**config.mk**
```make
export PLATFORM = sky130hd
export DESIGN_NAME = keyword_substitution_cipher_flat
export DESIGN_NICKNAME = d
export VERILOG_FILES = /design/src/kwsc_pkg.sv /design/src/kwsc_if.sv /design/src/kwsc_key_store.sv /design/src/kwsc_encrypt.sv /design/src/keyword_substitution_cipher.sv /design/src/flat_wrapper.sv
export SDC_FILE = /design/constraint.sdc
export NUM_CORES = 1
export LEC_CHECK = 0
export ABC_AREA = 1
export BUFFER_PORTS_ARGS = -buffer_cell sky130_fd_sc_hd__buf_2
export CORE_UTILIZATION = 25
export CTS_CLUSTER_SIZE = 25
export DETAILED_ROUTE_END_ITERATION = 10
export MAX_ROUTING_LAYER = met4
export PLACE_DENSITY = 0.51
export SLEW_MARGIN = 20
export SYNTH_ARGS = -nofsm -noshare
export SYNTH_HDL_FRONTEND = slang
export SYNTH_HIERARCHICAL = 1
export SYNTH_SLANG_ARGS = --single-unit
```
**constraint.sdc**
```tcl
create_clock -name clk -period 5.9 [get_ports clk]
set_input_delay 1.18 -clock clk [delete_from_list [all_inputs] [get_ports clk]]
set_output_delay 1.18 -clock clk [all_outputs]
set_load 0.02 [all_outputs]
```
**src/kwsc_pkg.sv**
```systemverilog
// Shared types, constants and helpers for the keyword substitution cipher.
package kwsc_pkg;

    localparam int LETTERS = 26;
    localparam int LETTER_W = $clog2(LETTERS);
    localparam logic [7:0] LOWER_A = 8'd97;
    localparam logic [7:0] LOWER_Z = 8'd122;
    localparam logic [7:0] UPPER_A = 8'd65;

    typedef logic [LETTER_W-1:0] letter_t;

    typedef enum logic [1:0] {
        MODE_CLEAR = 2'd0,
        MODE_KEY   = 2'd1,
        MODE_TEXT  = 2'd2
    } mode_t;

    // Update request from the front stage to the key store.
    typedef struct packed {
        logic    clear;
        logic    add;
        letter_t idx;
    } key_op_t;

    // Key state seen by the cipher logic.
    // below[k] counts the key letters whose alphabet index is under k.
    typedef struct packed {
        logic [LETTERS-1:0]  used;
        letter_t             count;
        letter_t [LETTERS-1:0] letters;
        letter_t [LETTERS-1:0] below;
    } key_state_t;

    function automatic logic is_lower(input logic [7:0] b);
        return (b >= LOWER_A) && (b <= LOWER_Z);
    endfunction

    function automatic letter_t letter_of(input logic [7:0] b);
        logic [7:0] d;
        d = b - LOWER_A;
        return d[LETTER_W-1:0];
    endfunction

endpackage

```
**src/kwsc_if.sv**
```systemverilog
// Valid/ready channel interfaces for input items and cipher results.
interface kwsc_in_if;
    import kwsc_pkg::*;
    logic   valid;
    logic   ready;
    mode_t  mode;
    logic [7:0] in_byte;

    modport source (output valid, output mode, output in_byte, input ready);
    modport sink   (input valid, input mode, input in_byte, output ready);
endinterface

interface kwsc_out_if;
    logic       valid;
    logic       ready;
    logic [7:0] out_byte;

    modport source (output valid, output out_byte, input ready);
    modport sink   (input valid, input out_byte, output ready);
endinterface

```
**src/kwsc_key_store.sv**
```systemverilog
// Key store: keyword letters, used-letter mask, count and per-letter rank table.
module kwsc_key_store (
    input  logic                 clk,
    input  logic                 rst_n,
    input  kwsc_pkg::key_op_t    op,
    output kwsc_pkg::key_state_t st
);
    import kwsc_pkg::*;

    logic [LETTERS-1:0]    used_reg, used_next;
    letter_t               count_reg, count_next;
    letter_t [LETTERS-1:0] letters_reg;
    letter_t [LETTERS-1:0] below_reg, below_next;
    logic                  take;

    assign take = op.add && !used_reg[op.idx] && (count_reg < letter_t'(LETTERS));

    always_comb
    begin
        used_next  = used_reg;
        count_next = count_reg;
        below_next = below_reg;
        if (op.clear)
        begin
            used_next  = '0;
            count_next = '0;
            below_next = '0;
        end
        else if (take)
        begin
            used_next[op.idx] = 1'b1;
            count_next        = count_reg + letter_t'(1);
            for (int k = 0; k < LETTERS; k++)
            begin
                if (letter_t'(k) > op.idx)
                begin
                    below_next[k] = below_reg[k] + letter_t'(1);
                end
            end
        end
    end

    always_ff @(posedge clk or negedge rst_n)
    begin
        if (!rst_n)
        begin
            used_reg  <= '0;
            count_reg <= '0;
            below_reg <= '0;
        end
        else
        begin
            used_reg  <= used_next;
            count_reg <= count_next;
            below_reg <= below_next;
        end
    end

    always_ff @(posedge clk)
    begin
        if (!op.clear && take)
        begin
            letters_reg[count_reg] <= op.idx;
        end
    end

    assign st.used    = used_reg;
    assign st.count   = count_reg;
    assign st.letters = letters_reg;
    assign st.below   = below_reg;

    a_count_bound: assert property (@(posedge clk) disable iff (!rst_n)
        count_reg <= letter_t'(LETTERS))
        else $error("key count beyond alphabet");

    a_count_mask: assert property (@(posedge clk) disable iff (!rst_n)
        $countones(used_reg) == int'(count_reg))
        else $error("key count disagrees with used mask");

    a_clear: assert property (@(posedge clk) disable iff (!rst_n)
        op.clear |=> (used_reg == '0) && (count_reg == '0))
        else $error("clear did not empty the key");

endmodule

```
**src/kwsc_encrypt.sv**
```systemverilog
// Substitution lookup: maps a plaintext byte to its cipher byte.
module kwsc_encrypt (
    input  kwsc_pkg::key_state_t st,
    input  logic [7:0]           in_byte,
    output logic [7:0]           out_byte
);
    import kwsc_pkg::*;

    letter_t i;
    letter_t n;
    letter_t sub;
    letter_t fill;

    assign i = letter_of(in_byte);
    assign n = i - st.count;

    always_comb
    begin
        fill = letter_t'(LETTERS - 1);
        for (int k = 0; k < LETTERS; k++)
        begin
            if (!st.used[k] && (letter_t'(k) - st.below[k] == n))
            begin
                fill = letter_t'(k);
            end
        end
    end

    assign sub = (i < st.count) ? st.letters[i] : fill;

    assign out_byte = is_lower(in_byte) ? (UPPER_A + {3'b000, sub}) : in_byte;

endmodule

```
**src/keyword_substitution_cipher.sv**
```systemverilog
// Top level: input register, key store, substitution lookup and result register.
// Takes one beat per cycle: mode 0 clears the key, mode 1 adds a keyword letter
// (non-lowercase or repeated letters are dropped), mode 2 encrypts a byte and
// yields exactly one result beat, mode 3 is dropped. A text beat is held in the
// input register, then the result register; throughput is one beat per cycle,
// limited only by result back-pressure, as key update and lookup share one stage.
module keyword_substitution_cipher (
    input  logic              clk,
    input  logic              rst_n,
    kwsc_in_if.sink           item,
    kwsc_out_if.source        result
);
    import kwsc_pkg::*;

    logic       s1_valid_reg, s1_valid_next;
    mode_t      s1_mode_reg;
    logic [7:0] s1_byte_reg;
    logic       out_valid_reg, out_valid_next;
    logic [7:0] out_byte_reg;
    logic       accept;
    logic       text;
    logic       s1_go;
    logic       load;
    logic [7:0] cipher;
    key_op_t    op;
    key_state_t st;

    assign text   = s1_valid_reg && (s1_mode_reg == MODE_TEXT);
    assign s1_go  = s1_valid_reg && (!text || !out_valid_reg || result.ready);
    assign load   = s1_go && text;
    assign accept = item.valid && item.ready;
    assign item.ready = !s1_valid_reg || s1_go;

    always_comb
    begin
        op.clear = 1'b0;
        op.add   = 1'b0;
        op.idx   = letter_of(s1_byte_reg);
        case (s1_mode_reg)
            MODE_CLEAR: op.clear = s1_go;
            MODE_KEY:   op.add   = s1_go && is_lower(s1_byte_reg);
            default:    ;
        endcase
    end

    kwsc_key_store u_store (
        .clk   (clk),
        .rst_n (rst_n),
        .op    (op),
        .st    (st)
    );

    kwsc_encrypt u_encrypt (
        .st       (st),
        .in_byte  (s1_byte_reg),
        .out_byte (cipher)
    );

    assign s1_valid_next  = accept || (s1_valid_reg && !s1_go);
    assign out_valid_next = load || (out_valid_reg && !result.ready);

    always_ff @(posedge clk or negedge rst_n)
    begin
        if (!rst_n)
        begin
            s1_valid_reg  <= 1'b0;
            out_valid_reg <= 1'b0;
        end
        else
        begin
            s1_valid_reg  <= s1_valid_next;
            out_valid_reg <= out_valid_next;
        end
    end

    always_ff @(posedge clk)
    begin
        if (accept)
        begin
            s1_mode_reg <= item.mode;
            s1_byte_reg <= item.in_byte;
        end
        if (load)
        begin
            out_byte_reg <= cipher;
        end
    end

    assign result.valid    = out_valid_reg;
    assign result.out_byte = out_byte_reg;

    a_load_shows: assert property (@(posedge clk) disable iff (!rst_n)
        load |=> out_valid_reg)
        else $error("text beat did not reach the result register");

    a_empty_ready: assert property (@(posedge clk) disable iff (!rst_n)
        !s1_valid_reg |-> item.ready)
        else $error("empty front stage refused a beat");

    a_no_overwrite: assert property (@(posedge clk) disable iff (!rst_n)
        load |-> (!out_valid_reg || result.ready))
        else $error("pending result overwritten");

endmodule
```
**src/flat_wrapper.sv**
```systemverilog
// flat-port wrapper written by rule: the top's interface ports become plain ports
module keyword_substitution_cipher_flat import kwsc_pkg::*;
  (clk, rst_n, item_valid, item_mode, item_in_byte, item_ready, result_valid, result_out_byte, result_ready);
  kwsc_in_if item_i ();
  kwsc_out_if result_i ();
  input  logic clk;
  input  logic rst_n;
  input wire logic [$bits(item_i.valid)-1:0] item_valid;
  input wire logic [$bits(item_i.mode)-1:0] item_mode;
  input wire logic [$bits(item_i.in_byte)-1:0] item_in_byte;
  output wire logic [$bits(item_i.ready)-1:0] item_ready;
  output wire logic [$bits(result_i.valid)-1:0] result_valid;
  output wire logic [$bits(result_i.out_byte)-1:0] result_out_byte;
  input wire logic [$bits(result_i.ready)-1:0] result_ready;
  assign item_i.valid = item_valid;
  assign item_i.mode = item_mode;
  assign item_i.in_byte = item_in_byte;
  assign item_ready = item_i.ready;
  assign result_valid = result_i.valid;
  assign result_out_byte = result_i.out_byte;
  assign result_i.ready = result_ready;
  keyword_substitution_cipher u_core (.clk(clk), .rst_n(rst_n), .item(item_i), .result(result_i));
endmodule
```
==> summary.md <==
| Metric | Value |
|---|---|
| Largest register FFs | 260 |
| Most used flip-flop cell after synthesis | dfrtp_1 |
| Max-slew headroom | 27.6% |
| Total GRT Usage | 14.2% |
| Startpoint types | flop |
| Post-synth top area share | 23.7% |
| Power density over the cells | 306 nW/um2 |
| Clk_skew | 0.0154 ns |
| Yosys reg bits | 311 |
| R2r setup slk | 0.78 ns |
| Final core occ | 28.5% |
| Synthesized area | 18,800 um2 |
| Top Ports | 24 |
| Tot Pwr | 6.47 mW |
| Worst Path Buf+Inv | 5 |
| DP Worst Slack | 0.625 ns |
| Worst-margin pin slew | 1.08 ns |
| Worst Path Arrival | 5.42 ns |
| Syn Inst Count | 2,268 |
| CTS buffer count | 37 |
| Starting density of the core | 25.2% |
| Worst hold slack | 0.482 ns |
| Status | completed |
| Fmax | 195 MHz |
| Final setup fails | 0 |
| P&R area growth vs syn | 12.9% |
| Largest net degree at the start of global routing | 84 |
| Core ar. | 74,300 um2 |
| Async S/R FF share, synth | 52.4% |
| Cell with the most instances after synthesis | nand2_1 |
| Max clock buf depth | 3 |
| Setup TNS Final | 0 ns |
| Post-synth EDFFs | 148 |
| CTS tree | built |
| Row count | 100 |
| CP max stage cell | ha_1 |
| Root Driver | clkbuf_16 |
| DP HPWL | 35.0 mm |
| Netlist cell types | 65 |
| Register area share after synthesis | 45.4% |
| Routed length per instance | 16.0 um |
| Initial DRC Count | 969 |
| Leading area contributor after synthesis | edfxtp_1 |
| RSZ-0062 raised after global routing | no |
| Vias/cell | 4.63 |
| IO buf count | 23 |
| Vias | 15.1k |
| Max cap viols | 0 |
| Crit end category | flop |
| Peak VDD IR | 0.000169 V |
| Slack of the critical path | 0.781 ns |
| Cell mode on critical path | nand2_1 |
| Drc violations | 0 |
| Worst-path clk slew | 0.06 ns |
| First-pass GRT wire length | 82.9 mm |
| Initial antenna violation count | 1 |
| Die area | 76,100 um2 |
| YS warnings | 6 |
| Top cells by count, synth | 537 x nand2_1, 276 x nor2_1, 243 x nand3_1, 187 x inv_1, 163 x dfrtp_1 |
| Top cells by area, synth | edfxtp_1 24%, dfrtp_1 22%, nand2_1 11% |
| Share of cells above drive strength 1 | 7.70% |
| Crit path max fanout | 25 |
| DRT antenna net count | 0 |
| Die W | 276 um |
| Worst EP required | 6.21 ns |
| Vias in the first global route | 14.4k |
| RePlAce Congestion | 0.903 |
| Clk sink count | 311 |
| Total congestion overflow | 0 |
| Syn Nets | 2,347 |
| Drt first pass iters | 5 |
| Worst-skew pair later-pin latency | 0.55 ns |
| Fin crit period | 5.12 ns |
| Final period utilization | 86.8% |
| H-tree lvl count | 2 |
| Final Hold Viols | 0 |
| Crit Path Class | flop to flop |
| Die height | 276 um |
| Max-slew violations | 0 |
| Net count, final | 2,350 |
| Avg Cell Area, Syn | 8.27 um2 |
| Slowest stage delay, CP | 0.50 ns |
| Leakage power | 9.24 nW |
| Hold Crit Class | flop to flop |
| DRT Wirelength | 52.4 mm |
| Family with the most delay on the worst path | simple AND/OR/NAND/NOR gates |
[power by group]
part | total [mW] | switching (mW) | leakage [nW] | internal (mW)
registers | 2.62 | 0.214 | 3.57 | 2.41
logic | 1.52 | 0.962 | 5.07 | 0.557
clock network | 2.33 | 0.960 | 0.599 | 1.37
total | 6.47 | 2.14 | 9.24 | 4.34
[path summary, 6_finish.rpt]
kind                                                  from                                   to  cells past startpoint
max reg2reg                u_core/s1_byte_reg[1]$_DFFE_PP_  u_core/result.out_byte[4]$_DFFE_PP_                     43
min in group asynchronous                            rst_n   u_core/u_store/st[101]$_DFFE_PN0P_                      1
max in group asynchronous                            rst_n   u_core/u_store/st[120]$_DFFE_PN0P_                      2
min                        u_core/s1_byte_reg[7]$_DFFE_PP_  u_core/result.out_byte[7]$_DFFE_PP_                      0
max                        u_core/s1_byte_reg[1]$_DFFE_PP_  u_core/result.out_byte[4]$_DFFE_PP_                     43
min reg2reg                u_core/s1_byte_reg[7]$_DFFE_PP_  u_core/result.out_byte[7]$_DFFE_PP_                      0
[routing by layer]
metal | wire, um | up-vias | global-route usage [%] | part of all wire (%)
met5 | 0 | - | - | 0
met4 | 1600 | 0 | 4.66 | 3.1
met3 | 2350 | 95 | 2.11 | 4.5
met2 | 23500 | 319 | 21.6 | 45
met1 | 24900 | 7186 | 19.2 | 48
li1 | - | 7524 | - | -
[cells by family (layout without fill, tap and decap cells)]
kind of cell | after synthesis | in the layout | synth area share, %
AO/OA/AOI/OAI | 262 | 262 | 8.66
XOR/XNOR | 183 | 183 | 8.59
adder cells (fa/ha/maj) | 65 | 65 | 4.38
buffers and inverters | 286 | 318 | 6.35
flip-flops | 311 | 311 | 45.4
multiplexers | 1 | 1 | 0.0534
other | 0 | 1 | 0
AND/OR/NAND/NOR | 1160 | 1160 | 26.5
[per-stage QoR]
stage | std cells | cell area (um2)
final | 3270 | 21200
after global routing | 3270 | 21200
after CTS | 3266 | 21100
after detailed placement | 3198 | 19900
after global placement | 3198 | 19900
after floorplan | 2268 | 18800
[repair_timing]
action	4_1_cts	5_1_grt
gates resized for setup	0	0
endpoints found under the setup margin	0	2
buffers inserted	0	3
hold buffers	0	0
[placed cells by master (no fill, tap or decap), drive strengths merged, types with 11 or more instances in the layout]
cell	instances
nor2	286
nor3	24
inv	195
o21ai	110
xnor2	62
nand2	557
dfrtp	163
xor2	121
buf	52
clkbuf	56
o211ai	16
nand4	22
ha	64
edfxtp	148
o22ai	15
clkinv	11
a21oi	69
nand3	249
[layout make-up]
type | count | area (um2)
flip-flops and latches | 311 | 8520
clock inverters | 12 | 145
fillers | 8061 | 53200
diodes | 1 | 2.50
repair buffers | 52 | 364
well taps | 969 | 1210
multi-input cells | 1671 | 9080
clock buffers | 56 | 1090
inverters | 198 | 748
No activity file was read; power rests on OpenSTA's default activity.
